--- src/countdown_timer_bank_assert.svh ---
// ----------------------------------------------------------------------------
// countdown_timer_bank assertion macros
// Shorthand for the concurrent checks at the end of the top level.
// ----------------------------------------------------------------------------
`ifndef COUNTDOWN_TIMER_BANK_ASSERT_SVH
`define COUNTDOWN_TIMER_BANK_ASSERT_SVH

// Same-cycle implication, off during reset.
`define CTB_CHECK_SAME(label, ante, cons) \
    label: assert property (@(posedge i_clk) disable iff (!i_rst_n) (ante) |-> (cons)) \
        else $error("countdown_timer_bank: check failed");

// Next-cycle implication, off during reset.
`define CTB_CHECK_NEXT(label, ante, cons) \
    label: assert property (@(posedge i_clk) disable iff (!i_rst_n) (ante) |=> (cons)) \
        else $error("countdown_timer_bank: check failed");

`endif

--- src/ctb_pkg.sv ---
// ----------------------------------------------------------------------------
// ctb_pkg
// Shared constants, codes and structs of the countdown timer bank.
// ----------------------------------------------------------------------------
package ctb_pkg;

    localparam int SLOTS       = 5;
    localparam int COUNT_BITS  = 24;
    localparam int SLOT_IN_W   = 3;
    localparam int SLOT_SPAN   = 1 << SLOT_IN_W;
    localparam int MASK_W      = 5;
    localparam int DUR_IN_W    = 24;
    localparam int REM_OUT_W   = 24;
    localparam int PCT_W       = 7;
    localparam int PCT_SCALE   = 100;
    localparam int THR_W       = 16;
    localparam int CMP_W       = (COUNT_BITS > THR_W) ? COUNT_BITS : THR_W;
    localparam int NUM_W       = COUNT_BITS + PCT_W;
    localparam int DIV_CNT_W   = $clog2(PCT_W);
    localparam int CFG_IDX_W   = 1;

    localparam logic [THR_W-1:0] WARN_RESET   = THR_W'(60);
    localparam logic [THR_W-1:0] URGENT_RESET = THR_W'(30);

    typedef enum logic [1:0] {
        ACT_TICK  = 2'd0,
        ACT_ADD   = 2'd1,
        ACT_CLICK = 2'd2,
        ACT_CLEAR = 2'd3
    } t_action;

    typedef enum logic [2:0] {
        ST_TICK      = 3'd0,
        ST_ADDED     = 3'd1,
        ST_FULL      = 3'd2,
        ST_EMPTY     = 3'd3,
        ST_DISMISSED = 3'd4,
        ST_TOGGLED   = 3'd5,
        ST_CLEARED   = 3'd6
    } t_status;

    typedef enum logic [1:0] {
        URG_NORMAL  = 2'd0,
        URG_WARNING = 2'd1,
        URG_URGENT  = 2'd2,
        URG_EXPIRED = 2'd3
    } t_urgency;

    typedef enum logic [CFG_IDX_W-1:0] {
        CFG_WARN   = 1'b0,
        CFG_URGENT = 1'b1
    } t_cfg_idx;

    typedef struct packed {
        logic                  en;
        t_action               action;
        logic [COUNT_BITS-1:0] dur;
    } t_cell_cmd;

    typedef struct packed {
        logic                  active;
        logic                  running;
        logic                  expired;
        logic [COUNT_BITS-1:0] duration;
        logic [COUNT_BITS-1:0] remaining;
    } t_cell_view;

endpackage

--- src/countdown_timer_bank.sv ---
// ----------------------------------------------------------------------------
// countdown_timer_bank
// Bank of countdown timers driven by tick, add, click and clear beats.
// ----------------------------------------------------------------------------
// Each input beat runs from acceptance to a result beat through S_APPLY
// (apply the action in the row of slot cells, pick the reported slot),
// S_LOAD (capture the slot views), S_PREP (form the percent numerator),
// S_DIV (the one-bit-per-cycle percent divider) and S_DONE (load the output
// register once it is free). A new beat is taken once the previous one
// leaves the pipeline, even while its result still waits in the output
// register. Threshold writes land at once and are meant for an idle bank.
module countdown_timer_bank import ctb_pkg::*; (
    input  logic                 i_clk,
    input  logic                 i_rst_n,
    input  logic                 i_in_valid,
    output logic                 o_in_ready,
    input  logic [1:0]           i_action,
    input  logic [SLOT_IN_W-1:0] i_slot,
    input  logic [DUR_IN_W-1:0]  i_duration_sec,
    output logic                 o_out_valid,
    input  logic                 i_out_ready,
    output logic [2:0]           o_status,
    output logic [SLOT_IN_W-1:0] o_target_slot,
    output logic [MASK_W-1:0]    o_active_mask,
    output logic [MASK_W-1:0]    o_running_mask,
    output logic [MASK_W-1:0]    o_expired_mask,
    output logic [MASK_W-1:0]    o_newly_expired_mask,
    output logic                 o_alarm,
    output logic [REM_OUT_W-1:0] o_remaining_out,
    output logic [PCT_W-1:0]     o_progress_pct,
    output logic [1:0]           o_urgency,
    input  logic                 i_cfg_we,
    input  logic [CFG_IDX_W-1:0] i_cfg_addr,
    input  logic [THR_W-1:0]     i_cfg_wdata
);

    typedef enum logic [5:0] {
        S_IDLE  = 6'b000001,
        S_APPLY = 6'b000010,
        S_LOAD  = 6'b000100,
        S_PREP  = 6'b001000,
        S_DIV   = 6'b010000,
        S_DONE  = 6'b100000
    } t_state;

    t_state r_state, n_state;

    logic [THR_W-1:0]      r_warn;
    logic [THR_W-1:0]      r_urgent;
    t_action               r_action;
    logic [SLOT_IN_W-1:0]  r_slot;
    logic [COUNT_BITS-1:0] r_dur;

    t_status               r_status;
    logic [SLOT_IN_W-1:0]  r_target;
    logic [SLOTS-1:0]      r_pick;
    logic [SLOTS-1:0]      r_newly;
    logic [SLOTS-1:0]      r_act_m;
    logic [SLOTS-1:0]      r_run_m;
    logic [SLOTS-1:0]      r_exp_m;
    logic [COUNT_BITS-1:0] r_rem_t;
    logic [COUNT_BITS-1:0] r_dur_t;
    logic                  r_act_t;
    logic                  r_exp_t;
    logic                  r_ok;
    t_urgency              r_urg;

    logic                  r_out_valid;
    logic [2:0]            r_out_status;
    logic [SLOT_IN_W-1:0]  r_out_target;
    logic [MASK_W-1:0]     r_out_act;
    logic [MASK_W-1:0]     r_out_run;
    logic [MASK_W-1:0]     r_out_exp;
    logic [MASK_W-1:0]     r_out_newly;
    logic                  r_out_alarm;
    logic [REM_OUT_W-1:0]  r_out_rem;
    logic [PCT_W-1:0]      r_out_pct;
    logic [1:0]            r_out_urg;

    t_cell_cmd                        cmd;
    t_cell_view [SLOTS-1:0]           view;
    logic [SLOTS-1:0]                 sel;
    logic [SLOTS-1:0]                 claim;
    logic [SLOTS-1:0]                 expiring;
    logic [SLOTS:0]                   taken;
    logic [SLOTS:0][SLOT_IN_W-1:0]    idx_chain;

    logic                  in_fire;
    logic                  out_load;
    logic                  sel_active;
    logic                  sel_expired;
    logic [SLOTS-1:0]      act_v;
    logic [SLOTS-1:0]      run_v;
    logic [SLOTS-1:0]      exp_v;
    logic [COUNT_BITS-1:0] pick_rem;
    logic [COUNT_BITS-1:0] pick_dur;
    logic                  pick_act;
    logic                  pick_exp;
    t_status               status_now;
    logic                  pct_ok;
    logic [NUM_W-1:0]      pct_num;
    t_urgency              urg_now;
    logic                  div_done;
    logic [PCT_W-1:0]      div_quot;

    assign in_fire    = i_in_valid && o_in_ready;
    assign o_in_ready = (r_state == S_IDLE);
    assign out_load   = (r_state == S_DONE) && (!r_out_valid || i_out_ready);

    assign cmd = '{en: (r_state == S_APPLY), action: r_action, dur: r_dur};

    // row of slot cells; the add claim ripples from slot 0 upward
    assign taken[0]     = 1'b0;
    assign idx_chain[0] = '0;

    for (genvar g = 0; g < SLOTS; g++) begin : g_cell
        assign sel[g] = (g < SLOT_SPAN) && (r_slot == SLOT_IN_W'(g));

        ctb_cell u_cell (
            .i_clk       (i_clk),
            .i_rst_n     (i_rst_n),
            .i_cmd       (cmd),
            .i_sel       (sel[g]),
            .i_own_idx   (SLOT_IN_W'(g)),
            .i_taken     (taken[g]),
            .i_idx_chain (idx_chain[g]),
            .o_taken     (taken[g+1]),
            .o_idx_chain (idx_chain[g+1]),
            .o_claim     (claim[g]),
            .o_expiring  (expiring[g]),
            .o_view      (view[g])
        );
    end

    always_comb begin
        sel_active  = 1'b0;
        sel_expired = 1'b0;
        pick_rem    = '0;
        pick_dur    = '0;
        pick_act    = 1'b0;
        pick_exp    = 1'b0;
        for (int i = 0; i < SLOTS; i++) begin
            act_v[i]    = view[i].active;
            run_v[i]    = view[i].running;
            exp_v[i]    = view[i].expired;
            sel_active  = sel_active  | (sel[i] & view[i].active);
            sel_expired = sel_expired | (sel[i] & view[i].expired);
            pick_rem    = pick_rem | (view[i].remaining & {COUNT_BITS{r_pick[i]}});
            pick_dur    = pick_dur | (view[i].duration & {COUNT_BITS{r_pick[i]}});
            pick_act    = pick_act | (view[i].active & r_pick[i]);
            pick_exp    = pick_exp | (view[i].expired & r_pick[i]);
        end
    end

    always_comb begin
        unique case (r_action)
            ACT_TICK:  status_now = ST_TICK;
            ACT_ADD:   status_now = taken[SLOTS] ? ST_ADDED : ST_FULL;
            ACT_CLICK: begin
                if (!sel_active) begin
                    status_now = ST_EMPTY;
                end else if (sel_expired) begin
                    status_now = ST_DISMISSED;
                end else begin
                    status_now = ST_TOGGLED;
                end
            end
            ACT_CLEAR: status_now = ST_CLEARED;
            default:   status_now = ST_TICK;
        endcase
    end

    assign pct_ok  = r_act_t && (r_dur_t != '0) && (r_rem_t <= r_dur_t);
    assign pct_num = pct_ok ? (NUM_W'(r_dur_t - r_rem_t) * NUM_W'(PCT_SCALE)) : '0;

    always_comb begin
        priority if (!r_act_t) begin
            urg_now = URG_NORMAL;
        end else if (r_exp_t) begin
            urg_now = URG_EXPIRED;
        end else if (CMP_W'(r_rem_t) <= CMP_W'(r_urgent)) begin
            urg_now = URG_URGENT;
        end else if (CMP_W'(r_rem_t) <= CMP_W'(r_warn)) begin
            urg_now = URG_WARNING;
        end else begin
            urg_now = URG_NORMAL;
        end
    end

    ctb_pct_div u_div (
        .i_clk   (i_clk),
        .i_rst_n (i_rst_n),
        .i_start (r_state == S_PREP),
        .i_num   (pct_num),
        .i_den   (r_dur_t),
        .o_done  (div_done),
        .o_quot  (div_quot)
    );

    always_comb begin
        n_state = r_state;
        unique case (r_state)
            S_IDLE:  if (in_fire) n_state = S_APPLY;
            S_APPLY: n_state = S_LOAD;
            S_LOAD:  n_state = S_PREP;
            S_PREP:  n_state = S_DIV;
            S_DIV:   if (div_done) n_state = S_DONE;
            S_DONE:  if (out_load) n_state = S_IDLE;
            default: n_state = S_IDLE;
        endcase
    end

    always_ff @(posedge i_clk) begin
        if (!i_rst_n) begin
            r_state     <= S_IDLE;
            r_out_valid <= 1'b0;
            r_warn      <= WARN_RESET;
            r_urgent    <= URGENT_RESET;
        end else begin
            r_state <= n_state;
            if (out_load) begin
                r_out_valid <= 1'b1;
            end else if (i_out_ready) begin
                r_out_valid <= 1'b0;
            end
            if (i_cfg_we) begin
                unique case (t_cfg_idx'(i_cfg_addr))
                    CFG_WARN:   r_warn   <= i_cfg_wdata;
                    CFG_URGENT: r_urgent <= i_cfg_wdata;
                    default: begin
                    end
                endcase
            end
        end
    end

    always_ff @(posedge i_clk) begin
        if (in_fire) begin
            r_action <= t_action'(i_action);
            r_slot   <= i_slot;
            r_dur    <= COUNT_BITS'(i_duration_sec);
        end
        // status and report slot come from the state before the action
        if (r_state == S_APPLY) begin
            r_status <= status_now;
            r_newly  <= expiring;
            if (r_action == ACT_ADD && taken[SLOTS]) begin
                r_target <= idx_chain[SLOTS];
                r_pick   <= claim;
            end else begin
                r_target <= r_slot;
                r_pick   <= sel;
            end
        end
        if (r_state == S_LOAD) begin
            r_act_m <= act_v;
            r_run_m <= run_v;
            r_exp_m <= exp_v;
            r_rem_t <= pick_rem;
            r_dur_t <= pick_dur;
            r_act_t <= pick_act;
            r_exp_t <= pick_exp;
        end
        if (r_state == S_PREP) begin
            r_ok  <= pct_ok;
            r_urg <= urg_now;
        end
        if (out_load) begin
            r_out_status <= r_status;
            r_out_target <= r_target;
            r_out_act    <= MASK_W'(r_act_m);
            r_out_run    <= MASK_W'(r_run_m);
            r_out_exp    <= MASK_W'(r_exp_m);
            r_out_newly  <= MASK_W'(r_newly);
            r_out_alarm  <= (r_exp_m != '0);
            r_out_rem    <= REM_OUT_W'(r_rem_t);
            r_out_pct    <= r_ok ? div_quot : '0;
            r_out_urg    <= r_urg;
        end
    end

    assign o_out_valid          = r_out_valid;
    assign o_status             = r_out_status;
    assign o_target_slot        = r_out_target;
    assign o_active_mask        = r_out_act;
    assign o_running_mask       = r_out_run;
    assign o_expired_mask       = r_out_exp;
    assign o_newly_expired_mask = r_out_newly;
    assign o_alarm              = r_out_alarm;
    assign o_remaining_out      = r_out_rem;
    assign o_progress_pct       = r_out_pct;
    assign o_urgency            = r_out_urg;

`include "countdown_timer_bank_assert.svh"

    `CTB_CHECK_NEXT(a_accept_drops_ready, in_fire, !o_in_ready)
    `CTB_CHECK_SAME(a_newly_in_expired, r_out_valid, (r_out_newly & ~r_out_exp) == '0)
    `CTB_CHECK_SAME(a_run_exp_disjoint, r_out_valid, (r_out_run & r_out_exp) == '0)
    `CTB_CHECK_SAME(a_expired_raises_alarm, r_out_valid && r_out_urg == URG_EXPIRED, r_out_alarm)

endmodule

--- src/ctb_cell.sv ---
// ----------------------------------------------------------------------------
// ctb_cell
// One timer slot. Passes the add claim down the row to its neighbor.
// ----------------------------------------------------------------------------
module ctb_cell import ctb_pkg::*; (
    input  logic                 i_clk,
    input  logic                 i_rst_n,
    input  t_cell_cmd            i_cmd,
    input  logic                 i_sel,
    input  logic [SLOT_IN_W-1:0] i_own_idx,
    input  logic                 i_taken,
    input  logic [SLOT_IN_W-1:0] i_idx_chain,
    output logic                 o_taken,
    output logic [SLOT_IN_W-1:0] o_idx_chain,
    output logic                 o_claim,
    output logic                 o_expiring,
    output t_cell_view           o_view
);

    logic                  r_active,    n_active;
    logic                  r_running,   n_running;
    logic                  r_expired,   n_expired;
    logic [COUNT_BITS-1:0] r_duration,  n_duration;
    logic [COUNT_BITS-1:0] r_remaining, n_remaining;

    logic free;
    logic live;

    assign free        = !r_active || r_expired;
    assign live        = r_active && r_running && !r_expired;
    assign o_taken     = i_taken || free;
    assign o_idx_chain = (free && !i_taken) ? i_own_idx : i_idx_chain;
    assign o_claim     = (i_cmd.action == ACT_ADD) && free && !i_taken;
    assign o_expiring  = (i_cmd.action == ACT_TICK) && live
                         && (r_remaining <= COUNT_BITS'(1));

    assign o_view = '{active: r_active, running: r_running, expired: r_expired,
                      duration: r_duration, remaining: r_remaining};

    always_comb begin
        n_active    = r_active;
        n_running   = r_running;
        n_expired   = r_expired;
        n_duration  = r_duration;
        n_remaining = r_remaining;
        if (i_cmd.en) begin
            unique case (i_cmd.action)
                ACT_TICK: begin
                    if (live) begin
                        if (r_remaining != '0) begin
                            n_remaining = r_remaining - COUNT_BITS'(1);
                        end
                        if (o_expiring) begin
                            n_running = 1'b0;
                            n_expired = 1'b1;
                        end
                    end
                end
                ACT_ADD: begin
                    if (o_claim) begin
                        n_active    = 1'b1;
                        n_running   = 1'b1;
                        n_expired   = 1'b0;
                        n_duration  = i_cmd.dur;
                        n_remaining = i_cmd.dur;
                    end
                end
                ACT_CLICK: begin
                    if (i_sel && r_active) begin
                        if (r_expired) begin
                            n_active    = 1'b0;
                            n_running   = 1'b0;
                            n_expired   = 1'b0;
                            n_duration  = '0;
                            n_remaining = '0;
                        end else begin
                            n_running = !r_running;
                            // reload a stopped-at-zero slot
                            if (r_remaining == '0) begin
                                n_remaining = r_duration;
                            end
                        end
                    end
                end
                ACT_CLEAR: begin
                    if (i_sel) begin
                        n_active    = 1'b0;
                        n_running   = 1'b0;
                        n_expired   = 1'b0;
                        n_duration  = '0;
                        n_remaining = '0;
                    end
                end
                default: begin
                end
            endcase
        end
    end

    always_ff @(posedge i_clk) begin
        if (!i_rst_n) begin
            r_active    <= 1'b0;
            r_running   <= 1'b0;
            r_expired   <= 1'b0;
            r_duration  <= '0;
            r_remaining <= '0;
        end else begin
            r_active    <= n_active;
            r_running   <= n_running;
            r_expired   <= n_expired;
            r_duration  <= n_duration;
            r_remaining <= n_remaining;
        end
    end

endmodule

--- src/ctb_pct_div.sv ---
// ----------------------------------------------------------------------------
// ctb_pct_div
// Restoring divider for the percent figure, one quotient bit per cycle.
// ----------------------------------------------------------------------------
module ctb_pct_div import ctb_pkg::*; (
    input  logic             i_clk,
    input  logic             i_rst_n,
    input  logic             i_start,
    input  logic [NUM_W-1:0] i_num,
    input  logic [COUNT_BITS-1:0] i_den,
    output logic             o_done,
    output logic [PCT_W-1:0] o_quot
);

    logic                 r_busy;
    logic [DIV_CNT_W-1:0] r_cnt;
    logic [NUM_W-1:0]     r_rem;
    logic [NUM_W-1:0]     r_dsh;
    logic [PCT_W-1:0]     r_q;
    logic                 ge;

    // quotient never reaches 2**PCT_W, so the top trial shift is PCT_W-1
    assign ge     = r_rem >= r_dsh;
    assign o_done = r_busy && (r_cnt == '0);
    assign o_quot = r_q;

    always_ff @(posedge i_clk) begin
        if (!i_rst_n) begin
            r_busy <= 1'b0;
        end else if (i_start) begin
            r_busy <= 1'b1;
        end else if (o_done) begin
            r_busy <= 1'b0;
        end
    end

    always_ff @(posedge i_clk) begin
        if (i_start) begin
            r_cnt <= DIV_CNT_W'(PCT_W - 1);
            r_rem <= i_num;
            r_dsh <= NUM_W'(i_den) << (PCT_W - 1);
            r_q   <= '0;
        end else if (r_busy) begin
            r_cnt <= r_cnt - DIV_CNT_W'(1);
            r_rem <= ge ? (r_rem - r_dsh) : r_rem;
            r_dsh <= r_dsh >> 1;
            r_q   <= {r_q[PCT_W-2:0], ge};
        end
    end

endmodule
--- config.mk ---
export PLATFORM = sky130hd
export DESIGN_NAME = countdown_timer_bank
export DESIGN_NICKNAME = d
export VERILOG_FILES = /design/src/ctb_pkg.sv /design/src/countdown_timer_bank.sv /design/src/ctb_cell.sv /design/src/ctb_pct_div.sv
export VERILOG_INCLUDE_DIRS = /design/src /design/src/src
export SDC_FILE = /design/constraint.sdc
export NUM_CORES = 1
export LEC_CHECK = 0
export ABC_CLOCK_PERIOD_IN_PS = 5450
export BUFFER_PORTS_ARGS = -buffer_cell sky130_fd_sc_hd__buf_2
export CORE_MARGIN = 2
export CORE_UTILIZATION = 25
export CTS_CLUSTER_DIAMETER = 40
export DETAILED_ROUTE_END_ITERATION = 8
export PLACE_DENSITY = 0.38
export SETUP_SLACK_MARGIN = 0.05
export SKIP_LAST_GASP = 1
export SLEW_MARGIN = 40
export SYNTH_ARGS = -nofsm -noshare
export SYNTH_HDL_FRONTEND = slang
export SYNTH_HIERARCHICAL = 1
export SYNTH_SLANG_ARGS = --single-unit
--- constraint.sdc ---
create_clock -name i_clk -period 5.45 [get_ports i_clk]
set_clock_uncertainty 0.2 [all_clocks]
set_input_delay 0 -clock i_clk [delete_from_list [all_inputs] [get_ports i_clk]]
set_output_delay 0 -clock i_clk [all_outputs]
set_load 0.02 [all_outputs]
* Word level (Yosys, flattened, before mapping)
Cells that the tools add are included.
Cells by class: reductions and logical operators 113, order comparisons 9, add/subtract/negate cells 8, multiply operators 1, eq/ne operators 56, muxes and demuxes 157, bitwise gates (word level) 55
Operators by type and width (number):
- $mux 24 | 45
- $pmux 24 s4 | 5
- $pmux 24 s3 | 5
- $and 24x24->24 | 10
- $or 24x24->24 | 8
- $reduce_bool 24->1 | 6
- $mux 31 | 4
- $le 24x1->1 const B | 5
- $logic_not 24->1 | 5
- $sub 24x1->24 const B | 5
- $ne 2x1->1 const B | 35
- $mux 1 | 67
- $mux 30 | 2
- $reduce_and 6->1 | 10
- $le 24x16->1 | 2
- $logic_and 1x1->1 | 44
- $pmux 1 s4 | 10
- $pmux 6 s6 | 1
- $reduce_and 7->1 | 5
- $ge 31x30->1 | 1
- $mul 31x5->29 const B | 1
- $sub 31x30->31 | 1
- $sub 24x24->25 | 1
- $le 24x24->1 | 1
- other kinds (32) | 120
Storage, ports and cells: output and inout bits 62, logic and storage cells 460, register bits 539, input bits 51

* Longest topological paths before layout
Gate-level depths: netlist of run 1.
depth in word-level cells 9, depth in mapped cells 27

* Hierarchy
Netlist of run 1, hierarchy kept.
Modules (own cells, without submodules):
- countdown_timer_bank | cells an instance 1265, instances 1, area each 13203.9 µm²
- ctb_cell at g_cell[1].u_cell ... | cells an instance 394, instances 4, area each 3233.1 µm²
- ctb_pct_div | cells an instance 503, instances 1, area each 4782.1 µm²
- ctb_cell at g_cell[0].u_cell | cells an instance 378, instances 1, area each 3108.0 µm²

* Least setup slack after synthesis of run 1
Ideal clock, no wire load.
path type register to register, start point register r_rem_t[0], end point register u_div.r_rem[27] (data pin), cell stages (with the launch flop) 26, period minus slack after synthesis 5718 ps, setup slack -268 ps, setup time 264 ps, arrival time 5254 ps, data required time 4986 ps, path buffers 0, cells stage by stage edfxtp_1 > ha_1 > fa_1 > nor2b_1 > o2111ai_1 > a31oi_1 > nor3_1 > nor2_1 > a21o_1 > a21o_1 > xor2_1 > ha_1 > ha_1 > inv_1 > fa_1 > inv_1 > ha_1 > and2_1 > and4b_1 > o41a_1 > a221o_1 > a21oi_2 > xor2_1 > nor2_1 > nand2_1 > o21ai_1
On the way: word-level cells in the longest chain between the ends 4, elaborated cells on any way between the ends 6, those cells by class add/sub: 1; mul: 1; order compare: 1; mux: 2; reduce/logical: 1
RTL lines:
- start, declared | line countdown_timer_bank.sv:61 | logic [COUNT_BITS-1:0] r_rem_t;
- start signal, assigned | line countdown_timer_bank.sv:259 | r_rem_t <= pick_rem;
- $sub 24x24->25 or $le 24x24->1 (tied branches) | line countdown_timer_bank.sv:174, countdown_timer_bank.sv:173
- $mul 31x5->29 or $logic_and 1x1->1 (tied branches) | line countdown_timer_bank.sv:174, countdown_timer_bank.sv:173
- $mux 31 (*) | line countdown_timer_bank.sv:174 | assign pct_num = pct_ok ? (NUM_W'(r_dur_t - r_rem_t) * NUM_W'(PCT_SCALE)) : '0;
- named net pct_num[27] | line countdown_timer_bank.sv:101 | logic [NUM_W-1:0] pct_num;
- $mux 31 (*) | line ctb_pct_div.sv:38 | if (i_start) begin
- end signal, assigned | line ctb_pct_div.sv:40 | r_rem <= i_num;
- end signal, assigned | line ctb_pct_div.sv:45 | r_rem <= ge ? (r_rem - r_dsh) : r_rem;
- end, declared | line ctb_pct_div.sv:17 | logic [NUM_W-1:0] r_rem;
The timed path passes the listed nets; every way through them passes the cells marked *. A chain may end at the register's enable or synchronous reset.

* Final worst setup path of run 1
start point register r_dur_t[1], end point register u_div.r_rem[29] (data pin)
On the way: word-level cells in the longest chain between the ends 5, elaborated cells on any way between the ends 8, those cells by class add/sub: 1; mul: 1; order compare: 1; mux: 2; reduce/logical: 3
RTL lines:
- start, declared | line countdown_timer_bank.sv:62 | logic [COUNT_BITS-1:0] r_dur_t;
- start signal, assigned | line countdown_timer_bank.sv:260 | r_dur_t <= pick_dur;
- parallel branches: the longest is 3 deep, another holds $mul 31x5->29
- $mux 31 (*) | line countdown_timer_bank.sv:174
- named net pct_num[29] | line countdown_timer_bank.sv:101
- $mux 31 (*) | line ctb_pct_div.sv:38
Mark *: on every way through the listed nets, which the timed path passes.

==> results.sh, run 1 <==
export IMPL_drive_gt1_share_pct=21.21
export IMPL_finalMaxSlewViolations=0
export IMPL_cap_violations=0
export IMPL_syn_to_final_growth_pct=30.60
export IMPL_grtUsageMet3_pct=3.654
export IMPL_required_ns=5.74
export IMPL_met1_usage_pct=27.85
export IMPL_num_rows=135
export IMPL_route_detailed_drc=0
export IMPL_die_w_um=372.9
export IMPL_cts_tree="yes"
export IMPL_die_area_sq_um=139100
export IMPL_synth_warnings=6
export IMPL_syn_area_sq_um=34030
export IMPL_ff2ff_path_depth=25
export IMPL_worstMarginPinSlew_ns=0.9546
export IMPL_worstHoldPathType="in2reg"
export IMPL_cpPeakStageDelay_ns=0.49
export IMPL_design_area_sq_um=44440
export IMPL_cp_arrival_ns=5.93
export IMPL_cts_htree_levels=4
export IMPL_synth_edf_count=228
export IMPL_grt_first_pass_wirelength_um=213600
export IMPL_critPathCaptureType="flop"
export IMPL_ys_ff_latch=539
export IMPL_yosysMostFrequentCell="nand2_1"
export IMPL_synth_ff_type="dfxtp_1"
export IMPL_seq_area_frac_synth_pct=38.42
export IMPL_maxSlewHeadroom_pct=36.36
export IMPL_internal_power_w=0.01023
export IMPL_p_switching_w=0.004229
export IMPL_dpl_cell_area_sq_um=37830
export IMPL_status="finished, violations left"
export IMPL_hold_violations=0
export IMPL_layout_setup_ws_ns=-0.1826
export IMPL_syn_inst=3722
export IMPL_grt_pass1_vias=31290
export IMPL_period_needed_ns=5.633
export IMPL_diodes=0
export IMPL_fin_setup_tns_ns=-0.5877
export IMPL_rsz0062_at_grt="true"
export IMPL_netlist_area_leader_share_pct=20.12
export IMPL_io_buffers=112
export IMPL_fin_util_pct=32.84
export IMPL_grt_total_usage_pct=20.41
export IMPL_drt_initial_drc_count=3227
export IMPL_fin_nets=4388
export IMPL_syn_area_per_cell_sq_um=9.142
export IMPL_grt_busiest_layer="met2"
export IMPL_vias=31740
export IMPL_vdd_drop_max_uv=237.1
export IMPL_cellPowerDensity_nw_per_um2=325.3
export IMPL_root_buffer="clkbuf_16"
export IMPL_cts_buffer_depth=3
export IMPL_yosys_cell_types_count=107
export IMPL_startpoint_type="flop"
export IMPL_cts_buffers=131
export IMPL_use_met2_pct=31.67
export IMPL_drt_pass1_iter_count=6
export IMPL_async_flop_share_pct=0
export IMPL_initial_core_util_pct=25.15
export IMPL_seqPwrFrac_pct=31.1
export IMPL_p_leak_nw=17.17
export IMPL_worstHoldPathCells=3
export IMPL_max_freq_ghz=0.1775
export IMPL_ios=113
export IMPL_setup_viol=6
export IMPL_cts_sinks=539
export IMPL_synth_largest_area_cell="edfxtp_1"
export IMPL_synth_top_cells_by_count="316 x nand2_1, 311 x dfxtp_1, 288 x nor2_1"
export IMPL_timing_hold_ws_ns=0.07946
export IMPL_power_share_switching_pct=29.25
export IMPL_grt_ovfl_total=0
export IMPL_dpl_hpwl_um=105100
export IMPL_path_class="reg2reg"
export IMPL_ys_top_cells_by_area="edfxtp_1 20%, dfxtp_1 18%, ha_1 7.2%, a22oi_1 4.8%, nand2_1 3.5%"
export IMPL_p_clk_share_pct=55.2
export IMPL_cts_clk_slew_worst_paths_ns=0.04
export IMPL_place_gp_congestion=0.8533
export IMPL_drtAntennaViolNets=0
export IMPL_wl_per_cell_um=24.34
export IMPL_violations="negative setup slack"
export IMPL_pwr_share_comb_pct=13.6
export IMPL_core_area_sq_um=135300
export IMPL_wl_um=146200
export IMPL_via_per_inst=5.284
export IMPL_worstPathMaxFanout=3
export IMPL_period_share_pct=103.4
export IMPL_die_h_um=372.9
export IMPL_antenna_found_initial=5
export IMPL_cp_slowest_cell="fa_1"
export IMPL_clkLatencyLatePin_ns=0.76
export IMPL_grt_max_degree=112
layer usage:
| layer | wire length (um) | up-vias | share of wire, % |
|---|---|---|---|
| li1 | - | 14910 | - |
| met1 | 66690 | 15550 | 46 |
| met2 | 65670 | 1039 | 45 |
| met3 | 7909 | 235 | 5.4 |
| met4 | 5907 | 2 | 4.0 |
| met5 | 11 | - | 0.0075 |
stage by stage:
step | worst slack, ns | cells | total power, W
final | -0.1826 | 6006 | 0.01446
after global routing | -0.4323 | 6006 | 0.01498
after CTS | -0.2200 | 5994 | 0.01456
after detailed placement | -0.4107 | 5622 | 0.006400
after global placement | -0.3741 | 5607 | 0.006406
after floorplan | 0.04331 | 3743 | 0.005667
cells by family after synthesis:
logic type | Yosys count | synth area share [%]
compound gates | 1138 | 25.06
xor+xnor | 68 | 1.750
fa+ha+maj | 221 | 8.700
buf+inv | 539 | 6.494
flops | 539 | 38.42
mux | 47 | 1.475
other cells | 2 | 0.02207
simple gates | 1168 | 18.08
timing repair:
action	4_1_cts	5_1_grt
resized for setup	33	97
hold buffers	113	0
hold endpoints to repair	339	0
endpoints found under the setup margin	12	15
buffers inserted	17	11
pin swaps	29	74
path summary, 6_finish.rpt:
check / startpoint / end / slack (ns)
worst min register to register: r_urg[0] / o_urgency[0] / 0.20
worst max-delay path: r_dur_t[1] / u_div/r_rem[29] / -0.18
worst min-delay path: i_rst_n / g_cell[2].u_cell/r_remaining[0] / 0.08
worst max register to register: r_dur_t[1] / u_div/r_rem[29] / -0.18
flip-flops by register name, summed over array words and instances, names as in the netlist, 6 cells and up:
register,cells
g_cell.u_cell/r_duration,120
g_cell.u_cell/r_remaining,120
u_div/r_rem,31
u_div/r_dsh,30
o_remaining_out,24
r_dur,24
r_dur_t,24
r_rem_t,24
r_urgent,16
r_warn,16
o_progress_pct,7
u_div/o_quot,7
r_state,6
critical path: cells and delay by family, from the launching register on:
kind / cells / cell delay, ns
AOI/OAI and AO/OA: 8 / 1.70
xor gates and xnor gates: 1 / 0.16
buffers and inverters: 6 / 0.53
muxes: 1 / 0.27
and+or+nand+nor: 4 / 0.51
adders and majority gates: 5 / 1.60
DFF: 1 / 0.39
power groups by stage:
stage	clock (W)	sequential [W]	combinational, W
2_1_floorplan	0	0.00447	0.00120
3_3_place_gp	0	0.00458	0.00183
3_5_place_dp	0	0.00457	0.00183
4_1_cts	0.00815	0.00449	0.00192
5_1_grt	0.00835	0.00450	0.00212
6_report	0.00799	0.00450	0.00197
layout by cell type (no fill, tap or decap), types with 34 or more instances in the layout:
cell             n
a21boi_0        34
a21o_1          45
a21oi_1        146
a221oi_1        38
a222oi_1        50
a22oi_1        216
a31oi_1         85
buf_2          123
buf_4          262
clkbuf_16      136
dfxtp_1        310
dlygate4sd3_1  112
edfxtp_1       228
ha_1           171
inv_1          242
nand2_1        315
nand3_1         58
nand4_1         38
nor2_1         285
nor2b_1         55
nor3_1          54
nor4_1          97
o21ai_0        105
o32ai_1         37
layout make-up:
class	count	area (sq um)
clock buffers	167	3649
clock inverters	75	899.6
fillers	14040	90860
inverters	265	999.7
multi-input cells	2665	19640
flip-flops and latches	539	13070
well taps	1781	2228
repair buffers	514	3953
Power figures use the tool's default switching activity.
==> inputs of run 2 (changes only) <==
--- a/config.mk
+++ b/config.mk
@@ -8,7 +8,6 @@
 export LEC_CHECK = 0
 export ABC_CLOCK_PERIOD_IN_PS = 5450
 export BUFFER_PORTS_ARGS = -buffer_cell sky130_fd_sc_hd__buf_2
-export CORE_MARGIN = 2
 export CORE_UTILIZATION = 25
 export CTS_CLUSTER_DIAMETER = 40
 export DETAILED_ROUTE_END_ITERATION = 8
==> run 2 against run 1 <==
  * The run still ends with negative setup slack left
  * Die area shrank 1.1%
  * First-iteration DRC count shrank 15%
  * Clock-buffer cell count shrank 15
==> results.sh, run 2 (same netlist as run 1, synthesis figures left out) <==
export IMPL_fin_util_pct=32.37
export IMPL_period_needed_ns=5.765
export IMPL_p_leak_nw=16.93
export IMPL_period_share_pct=105.8
export IMPL_drt_pass1_iter_count=9
export IMPL_cp_arrival_ns=5.96
export IMPL_crit_end="u_div/r_rem[27]"
export IMPL_die_w_um=370.9
export IMPL_violations="negative setup slack"
export IMPL_startpoint="r_rem_t[0]"
export IMPL_ff2ff_path_depth=25
export IMPL_cts_buffers=121
export IMPL_vias=31570
export IMPL_drtAntennaViolNets=0
export IMPL_cts_clk_slew_worst_paths_ns=0.05
export IMPL_finalMaxSlewViolations=0
export IMPL_root_buffer="clkbuf_16"
export IMPL_fillCellCount=14130
export IMPL_final_cells=5971
export IMPL_max_freq_ghz=0.1735
export IMPL_dp_cells=5609
export IMPL_cap_violations=0
export IMPL_grt_first_pass_wirelength_um=208900
export IMPL_dpl_hpwl_um=103900
export IMPL_min_from="i_rst_n"
export IMPL_timing_rr_start="r_rem_t[0]"
export IMPL_antenna_found_initial=3
export IMPL_rsz0062_at_grt="true"
export IMPL_r2r_setup_slack_ns=-0.32
export IMPL_ios=113
export IMPL_wl_um=144400
export IMPL_cellPowerDensity_nw_per_um2=323.6
export IMPL_drt_initial_drc_count=2740
export IMPL_initial_core_util_pct=25.15
export IMPL_maxSlewHeadroom_pct=37.18
export IMPL_cp_top_family="adder cells"
export IMPL_clkLatencyLatePin_ns=0.75
export IMPL_drive_gt1_share_pct=20.25
export IMPL_place_gp_congestion=0.8634
export IMPL_startpoint_type="flop"
export IMPL_layout_commonest_cell="nand2_1"
export IMPL_via_per_inst=5.287
export IMPL_io_buffers=112
export IMPL_grt_max_degree=76
export IMPL_required_ns=5.65
export IMPL_path_class="reg2reg"
export IMPL_final_cell_mix="315 x nand2_1, 311 x dfxtp_1, 286 x nor2_1"
export IMPL_wl_per_cell_um=24.18
export IMPL_setup_viol=12
export IMPL_syn_to_final_growth_pct=28.69
export IMPL_cts_sinks=539
export IMPL_vdd_drop_max_uv=314.2
export IMPL_hold_violations=0
export IMPL_route_detailed_drc=0
export IMPL_cpPeakStageDelay_ns=0.49
export IMPL_cp_slowest_cell="fa_1"
export IMPL_status="finished, violations left"
export IMPL_crit_cells=25
export IMPL_reg_top3="g_cell.u_cell/r_duration (120), g_cell.u_cell/r_remaining (120), u_div/r_rem (31)"
export IMPL_worst_path_buf_inv=2
export IMPL_cts_tree="yes"
export IMPL_grt_total_usage_pct=20.40
export IMPL_die_area_sq_um=137600
export IMPL_worstPathMaxFanout=3
export IMPL_critPathCaptureType="flop"
export IMPL_fin_nets=4352
export IMPL_worstMarginPinSlew_ns=0.9423
export IMPL_cts_htree_levels=3
export IMPL_grt_ovfl_total=0
export IMPL_num_rows=135
export IMPL_grt_pass1_vias=30620
export IMPL_die_h_um=370.9
export IMPL_layout_setup_ws_ns=-0.3153
export IMPL_core_area_sq_um=135300
export IMPL_r2r_end="u_div/r_rem[27]"
export IMPL_cts_buffer_depth=3
export IMPL_worstHoldPathType="in2reg"
run 2: worst register-to-register path: cells and delay by family, from the launching register on:
family / cells / cell delay [ns]
simple gates: 7 / 0.90
buf+inv: 2 / 0.09
flops: 1 / 0.42
fa+ha+maj: 6 / 1.80
compound gates: 8 / 1.70
xor+xnor: 2 / 0.34
run 2: routing by layer:
metal | routed length [um] | track usage [%] | share of wire (%) | vias to the layer above
met5 | 0 | 0 | 0 | -
met4 | 5871 | 8.191 | 4.1 | 0
met3 | 7898 | 3.179 | 5.5 | 230
met2 | 64910 | 31.88 | 45 | 1042
met1 | 65720 | 27.92 | 46 | 15470
li1 | - | - | - | 14830
run 2: timing repair:
action	in CTS	in global routing
buffers inserted	16	7
hold endpoints to repair	169	0
setup endpoints to repair	13	16
pin swaps	63	49
hold buffers	106	0
resized for setup	48	48
run 2: how the worst min path moves through the flow:
stage / endpoint / slack, ns / cells past startpoint
final: g_cell[1].u_cell/r_remaining[0] / 0.19 / 3
after global routing: o_urgency[0] / 0.20 / 0
after CTS: g_cell[2].u_cell/r_remaining[0] / 0.17 / 3
after detailed placement: r_dur[13] / -0.02 / 1
after global placement: r_dur[8] / -0.02 / 1
after floorplan: r_action[0] / -0.10 / 0
run 2: stage by stage:
stage | TNS (ns) | hold WS [ns] | worst slack [ns] | area, sq um | power (W)
finish | -1.588 | 0.1908 | -0.3153 | 43790 | 0.01417
global route | -5.189 | 0.1997 | -0.5766 | 43780 | 0.01466
CTS | -1.732 | 0.1670 | -0.3086 | 43480 | 0.01429
detailed placement | -3.805 | -0.02191 | -0.4361 | 37700 | 0.006386
global placement | -3.105 | -0.02316 | -0.3770 | 37610 | 0.006393
floorplan | 0 | -0.1011 | 0.04331 | 34180 | 0.005667
run 2: area by class of cell:
class | count | area, sq um | area share [%]
Clock inverter | 79 | 970.9 | 2.217
Multi-Input combinational cell | 2665 | 19470 | 44.46
Antenna cell | 2 | 5.005 | 0.01143
Sequential cell | 539 | 13070 | 29.85
Clock buffer | 152 | 3371 | 7.698
Tap cell | 1781 | 2228 | 5.089
Timing Repair Buffer | 488 | 3674 | 8.389
Inverter | 265 | 999.7 | 2.283
run 2: report_power, final:
group | internal [W] | switching, W | total [W]
sequential | 0.00430 | 0.000203 | 0.00450
combinational | 0.000653 | 0.00127 | 0.00193
clock | 0.00511 | 0.00263 | 0.00774
